--- src/hdl/hsvc_pkg.sv ---
// Shared types and constants of the HSV to RGB converter.
// No dependencies; every other file of the block but the assertion macro header uses it.
`timescale 1ns / 1ps

package hsvc_pkg;

	localparam int HUE_W      = 16;
	localparam int PCT_W      = 7;
	localparam int LEVEL_W    = 8;
	localparam int CFG_IDX_W  = 2;
	localparam int CFG_DATA_W = 8;
	localparam int ANGLE_W    = 9;   // reduced hue, 0..359
	localparam int T_W        = 6;   // folded offset, 0..60

	// hue / 360 by reciprocal: floor(hue * 11650 / 2^22) is exact or one low
	localparam int HUE_RECIP_W     = 14;
	localparam int HUE_PROD_W      = 30;
	localparam int HUE_Q_W         = 8;
	localparam int HUE_RECIP_SHIFT = 22;
	localparam logic [HUE_RECIP_W-1:0] HUE_RECIP = 14'd11650;
	localparam int REM_W = 17;
	localparam logic [REM_W-1:0] HUE_FULL_W17 = 17'd360;
	localparam logic [ANGLE_W:0] HUE_FULL = 10'd360;

	localparam logic [PCT_W-1:0] PCT_MAX   = 7'd100;
	localparam logic [PCT_W-1:0] PCT_RESET = 7'd75;
	localparam logic [T_W-1:0]   SECTOR_DEG = 6'd60;

	// level = floor(255 * V * span / 600000), span at most 6000
	localparam int SPAN_W = 13;
	localparam int W_W    = 15;      // 255 * V
	localparam int P_W    = 28;      // 255 * V * span
	localparam logic [SPAN_W-1:0] SPAN_FULL   = 13'd6000;
	localparam logic [SPAN_W-1:0] SPAN_PER_PCT = 13'd60;
	localparam logic [W_W-1:0]    LEVEL_MAX   = 15'd255;
	// ceil(2^48 / 600000); exact for every product below 2^28
	localparam int DIV_RECIP_W = 29;
	localparam int DIV_PROD_W  = 57;
	localparam int DIV_SHIFT   = 48;
	localparam logic [DIV_RECIP_W-1:0] DIV_RECIP = 29'd469124962;

	typedef enum logic [2:0] {
		SECTOR_0, SECTOR_1, SECTOR_2, SECTOR_3, SECTOR_4, SECTOR_5
	} sector_t;

	typedef enum logic [CFG_IDX_W-1:0] {
		REG_SATURATION = 2'd0,
		REG_BRIGHTNESS = 2'd1
	} cfg_reg_t;

	typedef struct packed {
		sector_t        sector;
		logic [T_W-1:0] t;
	} hue_entry_t;

	typedef struct packed {
		logic [PCT_W-1:0] sat;
		logic [PCT_W-1:0] bri;
	} cfg_t;

	typedef struct packed {
		logic full;
		logic empty;
	} queue_stat_t;

	// first degree of each sector
	function automatic logic [ANGLE_W-1:0] sector_base(input sector_t sector);
		logic [ANGLE_W-1:0] base;
		case (sector)
			SECTOR_0: base = 9'd0;
			SECTOR_1: base = 9'd60;
			SECTOR_2: base = 9'd120;
			SECTOR_3: base = 9'd180;
			SECTOR_4: base = 9'd240;
			SECTOR_5: base = 9'd300;
			default:  base = 9'd0;
		endcase
		return base;
	endfunction

endpackage

--- src/hdl/hsvc_if.sv ---
// Channel interfaces of the HSV to RGB converter: hue in, RGB out, config write.
// Depends on hsvc_pkg for field widths.
`timescale 1ns / 1ps

interface hsvc_hue_if;
	logic                       valid;
	logic                       ready;
	logic [hsvc_pkg::HUE_W-1:0] hue;
	modport source (output valid, output hue, input ready);
	modport sink (input valid, input hue, output ready);
endinterface

interface hsvc_rgb_if;
	logic                         valid;
	logic                         ready;
	logic [hsvc_pkg::LEVEL_W-1:0] red;
	logic [hsvc_pkg::LEVEL_W-1:0] green;
	logic [hsvc_pkg::LEVEL_W-1:0] blue;
	modport source (output valid, output red, output green, output blue, input ready);
	modport sink (input valid, input red, input green, input blue, output ready);
endinterface

interface hsvc_cfg_if;
	logic                            valid;
	logic                            ready;
	logic [hsvc_pkg::CFG_IDX_W-1:0]  index;
	logic [hsvc_pkg::CFG_DATA_W-1:0] data;
	modport source (output valid, output index, output data, input ready);
	modport sink (input valid, input index, input data, output ready);
endinterface

--- src/hdl/hsvc_front.sv ---
// Front end: reduces the hue modulo 360 and classifies it into sector and offset.
// Depends on hsvc_pkg; feeds hsvc_queue.
`timescale 1ns / 1ps

module hsvc_front (
	input  logic                       clk,
	input  logic                       arst_n,
	input  logic                       hue_valid,
	output logic                       hue_ready,
	input  logic [hsvc_pkg::HUE_W-1:0] hue,
	input  hsvc_pkg::queue_stat_t      stat,
	output logic                       push,
	output hsvc_pkg::hue_entry_t       push_entry
);

	logic                             adv;
	logic                             v_s1;
	logic                             v_s2;
	logic [hsvc_pkg::HUE_W-1:0]       hue_s1;
	logic [hsvc_pkg::HUE_Q_W-1:0]     quot_s1;
	logic [hsvc_pkg::ANGLE_W-1:0]     angle_s2;
	logic [hsvc_pkg::HUE_PROD_W-1:0]  hue_prod;
	logic [hsvc_pkg::REM_W-1:0]       quot_x360;
	logic [hsvc_pkg::REM_W-1:0]       rem_wide;
	logic [hsvc_pkg::ANGLE_W:0]       rem;
	logic [hsvc_pkg::ANGLE_W:0]       angle_fix;
	hsvc_pkg::sector_t                sector;
	logic [hsvc_pkg::ANGLE_W-1:0]     offset;
	logic [hsvc_pkg::T_W-1:0]         off6;

	// stall only when the last stage holds an item the queue cannot take
	assign adv       = !(v_s2 && stat.full);
	assign hue_ready = adv;
	assign push      = v_s2 && !stat.full;

	assign hue_prod = {{(hsvc_pkg::HUE_PROD_W-hsvc_pkg::HUE_W){1'b0}}, hue}
		* {{(hsvc_pkg::HUE_PROD_W-hsvc_pkg::HUE_RECIP_W){1'b0}}, hsvc_pkg::HUE_RECIP};

	// quotient estimate may be one low: one conditional subtract fixes it
	assign quot_x360 = {{(hsvc_pkg::REM_W-hsvc_pkg::HUE_Q_W){1'b0}}, quot_s1}
		* hsvc_pkg::HUE_FULL_W17;
	assign rem_wide  = {{(hsvc_pkg::REM_W-hsvc_pkg::HUE_W){1'b0}}, hue_s1} - quot_x360;
	assign rem       = rem_wide[hsvc_pkg::ANGLE_W:0];
	assign angle_fix = (rem >= hsvc_pkg::HUE_FULL) ? (rem - hsvc_pkg::HUE_FULL) : rem;

	always_ff @(posedge clk or negedge arst_n) begin
		if (!arst_n) begin
			v_s1 <= 1'b0;
			v_s2 <= 1'b0;
		end else if (adv) begin
			v_s1 <= hue_valid;
			v_s2 <= v_s1;
		end
	end

	always_ff @(posedge clk) begin
		if (adv) begin
			hue_s1   <= hue;
			quot_s1  <= hue_prod[hsvc_pkg::HUE_RECIP_SHIFT +: hsvc_pkg::HUE_Q_W];
			angle_s2 <= angle_fix[hsvc_pkg::ANGLE_W-1:0];
		end
	end

	always_comb begin
		if (angle_s2 < 9'd60) begin
			sector = hsvc_pkg::SECTOR_0;
		end else if (angle_s2 < 9'd120) begin
			sector = hsvc_pkg::SECTOR_1;
		end else if (angle_s2 < 9'd180) begin
			sector = hsvc_pkg::SECTOR_2;
		end else if (angle_s2 < 9'd240) begin
			sector = hsvc_pkg::SECTOR_3;
		end else if (angle_s2 < 9'd300) begin
			sector = hsvc_pkg::SECTOR_4;
		end else begin
			sector = hsvc_pkg::SECTOR_5;
		end
	end

	// odd sectors run down the 120-degree span, so fold the offset
	assign offset = angle_s2 - hsvc_pkg::sector_base(sector);
	assign off6   = offset[hsvc_pkg::T_W-1:0];

	assign push_entry.sector = sector;
	assign push_entry.t      = sector[0] ? (hsvc_pkg::SECTOR_DEG - off6) : off6;

endmodule

--- src/hdl/hsvc_queue.sv ---
// Short queue between front and back end of the converter.
// Depends on hsvc_pkg for the entry and status types.
`timescale 1ns / 1ps

module hsvc_queue #(
	parameter int DEPTH = 4
) (
	input  logic                  clk,
	input  logic                  arst_n,
	input  logic                  push,
	input  hsvc_pkg::hue_entry_t  push_entry,
	input  logic                  pop,
	output hsvc_pkg::hue_entry_t  pop_entry,
	output hsvc_pkg::queue_stat_t stat
);

	localparam int PTR_W = (DEPTH > 1) ? $clog2(DEPTH) : 1;
	localparam int CNT_W = $clog2(DEPTH + 1);

	hsvc_pkg::hue_entry_t mem_q [DEPTH];
	logic [PTR_W-1:0]     wr_ptr_q;
	logic [PTR_W-1:0]     rd_ptr_q;
	logic [CNT_W-1:0]     count_q;
	logic                 do_push;
	logic                 do_pop;

	assign stat.full  = (count_q == CNT_W'(DEPTH));
	assign stat.empty = (count_q == '0);
	assign do_push    = push && !stat.full;
	assign do_pop     = pop && !stat.empty;
	assign pop_entry  = mem_q[rd_ptr_q];

	always_ff @(posedge clk or negedge arst_n) begin
		if (!arst_n) begin
			wr_ptr_q <= '0;
			rd_ptr_q <= '0;
			count_q  <= '0;
		end else begin
			if (do_push) begin
				wr_ptr_q <= (wr_ptr_q == PTR_W'(DEPTH - 1)) ? '0 : wr_ptr_q + 1'b1;
			end
			if (do_pop) begin
				rd_ptr_q <= (rd_ptr_q == PTR_W'(DEPTH - 1)) ? '0 : rd_ptr_q + 1'b1;
			end
			if (do_push && !do_pop) begin
				count_q <= count_q + 1'b1;
			end else if (do_pop && !do_push) begin
				count_q <= count_q - 1'b1;
			end
		end
	end

	always_ff @(posedge clk) begin
		if (do_push) begin
			mem_q[wr_ptr_q] <= push_entry;
		end
	end

endmodule

--- src/hdl/hsvc_back.sv ---
// Back end: computes the V, m and X+m levels and routes them by sector.
// Depends on hsvc_pkg; drains hsvc_queue.
`timescale 1ns / 1ps

module hsvc_back (
	input  logic                         clk,
	input  logic                         arst_n,
	input  hsvc_pkg::cfg_t               cfg,
	input  hsvc_pkg::queue_stat_t        stat,
	output logic                         pop,
	input  hsvc_pkg::hue_entry_t         pop_entry,
	output logic                         out_valid,
	input  logic                         out_ready,
	output logic [hsvc_pkg::LEVEL_W-1:0] red,
	output logic [hsvc_pkg::LEVEL_W-1:0] green,
	output logic [hsvc_pkg::LEVEL_W-1:0] blue
);

	logic                               adv;
	logic                               v_b1, v_b2, v_b3, v_q;
	hsvc_pkg::sector_t                  sector_b1, sector_b2, sector_b3;
	logic [hsvc_pkg::SPAN_W-1:0]        ax_b1, am_b1;
	logic [hsvc_pkg::W_W-1:0]           w_b1;
	logic [hsvc_pkg::P_W-1:0]           px_b2, pm_b2, pv_b2;
	logic [hsvc_pkg::LEVEL_W-1:0]       lx_b3, lm_b3, lv_b3;
	logic [hsvc_pkg::LEVEL_W-1:0]       red_q, green_q, blue_q;
	logic [hsvc_pkg::SPAN_W-1:0]        sat_t;
	logic [hsvc_pkg::PCT_W-1:0]         compl;
	logic [hsvc_pkg::SPAN_W-1:0]        am;
	logic [hsvc_pkg::DIV_PROD_W-1:0]    qx, qm, qv;
	logic [hsvc_pkg::LEVEL_W-1:0]       r_n, g_n, b_n;

	assign adv = !v_q || out_ready;
	assign pop = adv && !stat.empty;

	// span terms: X+m uses S*t + 60*(100-S), m uses 60*(100-S)
	assign sat_t = {{(hsvc_pkg::SPAN_W-hsvc_pkg::PCT_W){1'b0}}, cfg.sat}
		* {{(hsvc_pkg::SPAN_W-hsvc_pkg::T_W){1'b0}}, pop_entry.t};
	assign compl = hsvc_pkg::PCT_MAX - cfg.sat;
	assign am    = {{(hsvc_pkg::SPAN_W-hsvc_pkg::PCT_W){1'b0}}, compl}
		* hsvc_pkg::SPAN_PER_PCT;

	// divide by 600000 through a reciprocal that is exact over the range
	assign qx = {{(hsvc_pkg::DIV_PROD_W-hsvc_pkg::P_W){1'b0}}, px_b2}
		* {{(hsvc_pkg::DIV_PROD_W-hsvc_pkg::DIV_RECIP_W){1'b0}}, hsvc_pkg::DIV_RECIP};
	assign qm = {{(hsvc_pkg::DIV_PROD_W-hsvc_pkg::P_W){1'b0}}, pm_b2}
		* {{(hsvc_pkg::DIV_PROD_W-hsvc_pkg::DIV_RECIP_W){1'b0}}, hsvc_pkg::DIV_RECIP};
	assign qv = {{(hsvc_pkg::DIV_PROD_W-hsvc_pkg::P_W){1'b0}}, pv_b2}
		* {{(hsvc_pkg::DIV_PROD_W-hsvc_pkg::DIV_RECIP_W){1'b0}}, hsvc_pkg::DIV_RECIP};

	always_comb begin
		case (sector_b3)
			hsvc_pkg::SECTOR_0: begin r_n = lv_b3; g_n = lx_b3; b_n = lm_b3; end
			hsvc_pkg::SECTOR_1: begin r_n = lx_b3; g_n = lv_b3; b_n = lm_b3; end
			hsvc_pkg::SECTOR_2: begin r_n = lm_b3; g_n = lv_b3; b_n = lx_b3; end
			hsvc_pkg::SECTOR_3: begin r_n = lm_b3; g_n = lx_b3; b_n = lv_b3; end
			hsvc_pkg::SECTOR_4: begin r_n = lx_b3; g_n = lm_b3; b_n = lv_b3; end
			default:            begin r_n = lv_b3; g_n = lm_b3; b_n = lx_b3; end
		endcase
	end

	always_ff @(posedge clk or negedge arst_n) begin
		if (!arst_n) begin
			v_b1 <= 1'b0;
			v_b2 <= 1'b0;
			v_b3 <= 1'b0;
			v_q  <= 1'b0;
		end else if (adv) begin
			v_b1 <= !stat.empty;
			v_b2 <= v_b1;
			v_b3 <= v_b2;
			v_q  <= v_b3;
		end
	end

	always_ff @(posedge clk) begin
		if (adv) begin
			sector_b1 <= pop_entry.sector;
			ax_b1     <= sat_t + am;
			am_b1     <= am;
			w_b1      <= {{(hsvc_pkg::W_W-hsvc_pkg::PCT_W){1'b0}}, cfg.bri}
				* hsvc_pkg::LEVEL_MAX;

			sector_b2 <= sector_b1;
			px_b2     <= {{(hsvc_pkg::P_W-hsvc_pkg::W_W){1'b0}}, w_b1}
				* {{(hsvc_pkg::P_W-hsvc_pkg::SPAN_W){1'b0}}, ax_b1};
			pm_b2     <= {{(hsvc_pkg::P_W-hsvc_pkg::W_W){1'b0}}, w_b1}
				* {{(hsvc_pkg::P_W-hsvc_pkg::SPAN_W){1'b0}}, am_b1};
			pv_b2     <= {{(hsvc_pkg::P_W-hsvc_pkg::W_W){1'b0}}, w_b1}
				* {{(hsvc_pkg::P_W-hsvc_pkg::SPAN_W){1'b0}}, hsvc_pkg::SPAN_FULL};

			sector_b3 <= sector_b2;
			lx_b3     <= qx[hsvc_pkg::DIV_SHIFT +: hsvc_pkg::LEVEL_W];
			lm_b3     <= qm[hsvc_pkg::DIV_SHIFT +: hsvc_pkg::LEVEL_W];
			lv_b3     <= qv[hsvc_pkg::DIV_SHIFT +: hsvc_pkg::LEVEL_W];

			red_q     <= r_n;
			green_q   <= g_n;
			blue_q    <= b_n;
		end
	end

	assign out_valid = v_q;
	assign red       = red_q;
	assign green     = green_q;
	assign blue      = blue_q;

endmodule

--- src/hdl/hsv_to_rgb_converter.sv ---
// HSV to RGB converter, top: one hue in, one RGB triple out per clock unless stalled.
// Depends on hsvc_pkg, hsvc_if, hsvc_front, hsvc_queue and hsvc_back.
// Usage: each hue request (any 16-bit value, taken modulo 360) yields exactly one
// red/green/blue request, in order, from the saturation and brightness percentages
// held in configuration registers 0 and 1 (reset 75; written values are masked to
// 7 bits and clamped to 100). Sustained rate is one item per clock while rgb_ch is
// ready. From acceptance to the result on rgb_ch an item passes two front stages
// (reciprocal multiply for hue / 360, then remainder fix and sector classification),
// the queue, three back stages (span terms, 255*V*span, multiply by the reciprocal
// of 600000) and the output register. The queue of QUEUE_DEPTH entries lets the
// front keep taking hues while a stalled output holds the back end.
// Configuration writes are always ready and must only be issued while idle.
`timescale 1ns / 1ps

module hsv_to_rgb_converter #(
	parameter int QUEUE_DEPTH = 4
) (
	input  logic       clk,
	input  logic       arst_n,
	hsvc_hue_if.sink   hue_ch,
	hsvc_rgb_if.source rgb_ch,
	hsvc_cfg_if.sink   cfg_ch
);

	hsvc_pkg::cfg_t                 cfg_q;
	hsvc_pkg::queue_stat_t          stat;
	hsvc_pkg::hue_entry_t           push_entry;
	hsvc_pkg::hue_entry_t           pop_entry;
	logic                           push;
	logic                           pop;
	logic [hsvc_pkg::PCT_W-1:0]     wr_pct;

	// config port never stalls
	assign cfg_ch.ready = 1'b1;

	// mask to 7 bits, clamp to 100
	assign wr_pct = (cfg_ch.data[hsvc_pkg::PCT_W-1:0] > hsvc_pkg::PCT_MAX)
		? hsvc_pkg::PCT_MAX : cfg_ch.data[hsvc_pkg::PCT_W-1:0];

	always_ff @(posedge clk or negedge arst_n) begin
		if (!arst_n) begin
			cfg_q.sat <= hsvc_pkg::PCT_RESET;
			cfg_q.bri <= hsvc_pkg::PCT_RESET;
		end else if (cfg_ch.valid) begin
			case (cfg_ch.index)
				hsvc_pkg::REG_SATURATION: cfg_q.sat <= wr_pct;
				hsvc_pkg::REG_BRIGHTNESS: cfg_q.bri <= wr_pct;
				default: ;  // unknown index: write dropped
			endcase
		end
	end

	// front: hue mod 360, sector and folded offset
	hsvc_front u_front (
		.clk        (clk),
		.arst_n     (arst_n),
		.hue_valid  (hue_ch.valid),
		.hue_ready  (hue_ch.ready),
		.hue        (hue_ch.hue),
		.stat       (stat),
		.push       (push),
		.push_entry (push_entry)
	);

	// decouples the two halves so each can stall on its own
	hsvc_queue #(
		.DEPTH (QUEUE_DEPTH)
	) u_queue (
		.clk        (clk),
		.arst_n     (arst_n),
		.push       (push),
		.push_entry (push_entry),
		.pop        (pop),
		.pop_entry  (pop_entry),
		.stat       (stat)
	);

	// back: level arithmetic and channel routing, output register
	hsvc_back u_back (
		.clk       (clk),
		.arst_n    (arst_n),
		.cfg       (cfg_q),
		.stat      (stat),
		.pop       (pop),
		.pop_entry (pop_entry),
		.out_valid (rgb_ch.valid),
		.out_ready (rgb_ch.ready),
		.red       (rgb_ch.red),
		.green     (rgb_ch.green),
		.blue      (rgb_ch.blue)
	);

endmodule

--- src/flat_wrapper.sv ---
// flat-port wrapper written by rule: the top's interface ports become plain ports
module hsv_to_rgb_converter_flat 
#(
	parameter int QUEUE_DEPTH = 4
)
  (clk, arst_n, hue_ch_valid, hue_ch_hue, hue_ch_ready, rgb_ch_valid, rgb_ch_red, rgb_ch_green, rgb_ch_blue, rgb_ch_ready, cfg_ch_valid, cfg_ch_index, cfg_ch_data, cfg_ch_ready);
  hsvc_hue_if hue_ch_i ();
  hsvc_rgb_if rgb_ch_i ();
  hsvc_cfg_if cfg_ch_i ();
  input  logic clk;
  input  logic arst_n;
  input wire logic [$bits(hue_ch_i.valid)-1:0] hue_ch_valid;
  input wire logic [$bits(hue_ch_i.hue)-1:0] hue_ch_hue;
  output wire logic [$bits(hue_ch_i.ready)-1:0] hue_ch_ready;
  output wire logic [$bits(rgb_ch_i.valid)-1:0] rgb_ch_valid;
  output wire logic [$bits(rgb_ch_i.red)-1:0] rgb_ch_red;
  output wire logic [$bits(rgb_ch_i.green)-1:0] rgb_ch_green;
  output wire logic [$bits(rgb_ch_i.blue)-1:0] rgb_ch_blue;
  input wire logic [$bits(rgb_ch_i.ready)-1:0] rgb_ch_ready;
  input wire logic [$bits(cfg_ch_i.valid)-1:0] cfg_ch_valid;
  input wire logic [$bits(cfg_ch_i.index)-1:0] cfg_ch_index;
  input wire logic [$bits(cfg_ch_i.data)-1:0] cfg_ch_data;
  output wire logic [$bits(cfg_ch_i.ready)-1:0] cfg_ch_ready;
  assign hue_ch_i.valid = hue_ch_valid;
  assign hue_ch_i.hue = hue_ch_hue;
  assign hue_ch_ready = hue_ch_i.ready;
  assign rgb_ch_valid = rgb_ch_i.valid;
  assign rgb_ch_red = rgb_ch_i.red;
  assign rgb_ch_green = rgb_ch_i.green;
  assign rgb_ch_blue = rgb_ch_i.blue;
  assign rgb_ch_i.ready = rgb_ch_ready;
  assign cfg_ch_i.valid = cfg_ch_valid;
  assign cfg_ch_i.index = cfg_ch_index;
  assign cfg_ch_i.data = cfg_ch_data;
  assign cfg_ch_ready = cfg_ch_i.ready;
  hsv_to_rgb_converter #(.QUEUE_DEPTH(QUEUE_DEPTH)) u_core (.clk(clk), .arst_n(arst_n), .hue_ch(hue_ch_i), .rgb_ch(rgb_ch_i), .cfg_ch(cfg_ch_i));
endmodule
--- config.mk ---
export PLATFORM = sky130hd
export DESIGN_NAME = hsv_to_rgb_converter_flat
export DESIGN_NICKNAME = d
export VERILOG_FILES = /design/src/hdl/hsvc_pkg.sv /design/src/hdl/hsvc_if.sv /design/src/hdl/hsvc_front.sv /design/src/hdl/hsvc_queue.sv /design/src/hdl/hsvc_back.sv /design/src/hdl/hsv_to_rgb_converter.sv /design/src/flat_wrapper.sv
export SDC_FILE = /design/constraint.sdc
export NUM_CORES = 2
export LEC_CHECK = 0
export ABC_AREA = 1
export ABC_CLOCK_PERIOD_IN_PS = 7950
export CAP_MARGIN = 20
export CORE_MARGIN = 2
export CORE_UTILIZATION = 60
export CTS_CLUSTER_SIZE = 20
export DETAILED_ROUTE_END_ITERATION = 7
export DONT_BUFFER_PORTS = 1
export GPL_ROUTABILITY_DRIVEN = 0
export PLACE_DENSITY = 0.76
export SETUP_SLACK_MARGIN = 0.2
export SYNTH_ARGS = -nofsm -noshare
export SYNTH_HDL_FRONTEND = slang
export SYNTH_SLANG_ARGS = --single-unit
--- constraint.sdc ---
create_clock -name clk -period 7.95 [get_ports clk]
set_input_delay 0.3975 -clock clk [delete_from_list [all_inputs] [get_ports clk]]
set_output_delay 0.3975 -clock clk [all_outputs]
set_load 0.01 [all_outputs]
==> results.toml <==
[sta]
relSlewSlack_pct = 23.0
fmaxAchievable_mhz = 154
setup_violations = 0
finalCritPeriodShare_pct = 81.5
rsz0062_at_grt = "false"
final_hold_viol_count = 0
tightest_slew_ps = 1150
fin_skew_ps = 39.9
fin_crit_ps = 6480
slew_viol_final = 0
setup_tns_ps = 0

[clocking]
post_cts_buffers = 0
worstSkewPairLatency_ps = 660
cts_buffers = 31
post_cts_resized = 0
cts-root-buf = "clkbuf_16"
cts.sinks = 263
cts_max_level = 1
cts_tree = "done"
path_clk_slew_ps = 70
clock_path_buffers = 3
ctsHoldBuffers = 21

[setup_path]
crit_slowest_cell = "fa_1"
arrival_ps = 6860
worstReg2RegStart = "u_core.u_back.pv_b2[19]"
cp_cell_sequence = "inv_1 > fa_1 > inv_1 > fa_1 > fa_1 > fa_1 > fa_1 > fa_1 > inv_1 > fa_1 > inv_1 > ha_1 > nand2_1 > nor2_1 > nand2_1 > nor4_1 > nand3_1 > nand4_1 > nand2_1"
critPathLaunch = "u_core.u_back.pv_b2[19]"
cpPeakStageDelay_ps = 720
cp_top_family = "adder cells"
critPathLaunchType = "flop"
crit_required_ps = 8330
path_buf_inv = 4
end_kind = "flop"
path_common_cell = "fa_1"
worstPathMaxFanout = 6
critPathKind = "reg -> reg"

[place]
hpwl_mm = 151
placed_area_um2 = 71100
port_buffers = 0

[logic_synthesis]
async_flop_share_pct = 10.3
ys_ff_latch = 263
netlist_area_um2 = 69400
synth_cell_types = 47
yosys_warnings = 0
ys.flop_type = "edfxtp_1"
synth_nets = 10300
synth_top_area_share_pct = 36.6
synth_area_leaders = "fa_1, ha_1, inv_1"
seq_area_frac_synth_pct = 11.2
syn_inst = 7867
avgSynthCellArea_um2 = 8.82
synth_edf_count = 236
yosys.area.top_type = "fa_1"

[global_routing]
grt_use_total_pct = 30.4
grt_max_degree = 110
grt_antenna_before_repair = 8
grt_pass1_vias = 54000
grt_overflow_total = 0
grt_pass1_wl_mm = 280

[route]
first_pass_iters = 8
vias = 51300
wire_per_inst_um = 18.3
remaining_drc_errors = 6
drt_iter0_markers = 3938
antenna_left = 0
wirelength_mm = 172
vias_per_cell = 5.45

[min_path]
hold_start = "cfg_ch_index[1]"
hold_path_class = "in -> reg"

[final_layout]
drive_gt1_share_pct = 1.33
area_growth_pct = 4.36
final_cell_mix = "inv_1, nand2_1, fa_1"
diodes = 0
final_area_um2 = 72400
fin_nets = 10300
fill_cells = 9394
final_common_cell = "inv_1"

[floorplan]
core-area_um2 = 115000
initial_utilization_pct = 60.6
die_h_um = 344
dieArea_um2 = 118000
die_w_um = 344
io-pin-count = 58
num_rows = 124

[job]
maxCapViolCount = 0

[status]
violations = "DRC"
status = "finished with violations"
[registers in the layout, indices dropped and copies added (netlist names), 9 cells and up]
signal / count
u_core.cfg_q: 14
u_core.u_back.am_b1: 11
u_core.u_back.ax_b1: 13
u_core.u_back.pm_b2: 26
u_core.u_back.pv_b2: 24
u_core.u_back.px_b2: 28
u_core.u_back.w_b1: 15
u_core.u_front.angle_s2: 9
u_core.u_front.hue_s1: 10
u_core.u_queue.mem_q: 36
[area by class of cell]
type	instances	area, µm²	share of cell area (%)
Multi-Input combinational cell	5116	52200	72.2
Timing Repair Buffer	40	383	0.529
Sequential cell	263	7770	10.7
Inverter	2414	9070	12.5
Clock buffer	34	787	1.09
Clock inverter	24	241	0.334
Tap cell	1512	1890	2.61
[synth_stat cells, types with 23 or more instances]
master    instances
nor3_1           49
xor2_1          107
a21o_1           23
nor2_1          313
fa_1           1267
xnor2_1          72
nand4_1          62
o21bai_1         65
edfxtp_1        236
clkbuf_1         67
a21oi_1         282
nand3_1         172
inv_1          2412
ha_1           1106
o21ai_0         172
o221ai_1         24
nand2_1        1289
[per-stage QoR]
stage / hold slack, ps / util, % / setup WS [ps] / cells
final: 23.2 / 63.2 / 1470 / 9403
after global routing: 47.6 / 63.2 / 1200 / 9403
after CTS: 0.248 / 63.2 / 1610 / 9402
after detailed placement: 103 / 62.1 / 1620 / 9323
after global placement: 103 / 62.1 / 1680 / 9323
after floorplan: 102 / - / 2230 / 7867
[kinds of logic (layout without fill, tap and decap cells)]
group | count (synthesis) | after routing | synth area share (%)
and+or+nand+nor | 1934 | 1934 | 11.3
other | 1 | 1 | 0.00541
adders and majority gates | 2373 | 2373 | 56.5
xor gates and xnor gates | 181 | 181 | 2.31
AOI/OAI and AO/OA | 627 | 627 | 5.18
buffers and inverters | 2488 | 2512 | 13.5
DFF | 263 | 263 | 11.2
[per-layer routing]
| layer | global-route usage (%) | share of wire (%) | wire length [µm] | up-vias |
|---|---|---|---|---|
| met5 | 0 | 0.050 | 87 | - |
| met4 | 12.7 | 4.9 | 8460 | 14 |
| met3 | 6.62 | 9.1 | 15700 | 451 |
| met2 | 49.6 | 46 | 79600 | 2035 |
| met1 | 39.3 | 40 | 68600 | 25100 |
| li1 | - | - | - | 23700 |
[worst paths after layout]
check                                        endpoint  slack (ps)  cells past startpoint
max                            u_core.u_back.lv_b3[1]        1470                     19
min reg2reg                u_core.u_front.angle_s2[2]         420                      0
max reg2reg                    u_core.u_back.lv_b3[1]        1470                     19
min in group asynchronous             u_core.cfg_q[2]         180                      2
min                                   u_core.cfg_q[2]          20                      2
max in group asynchronous             u_core.cfg_q[7]        7530                      2
Power is not shown: default switching activity piles up to over one toggle a cycle in this logic, so the estimate is an artifact.
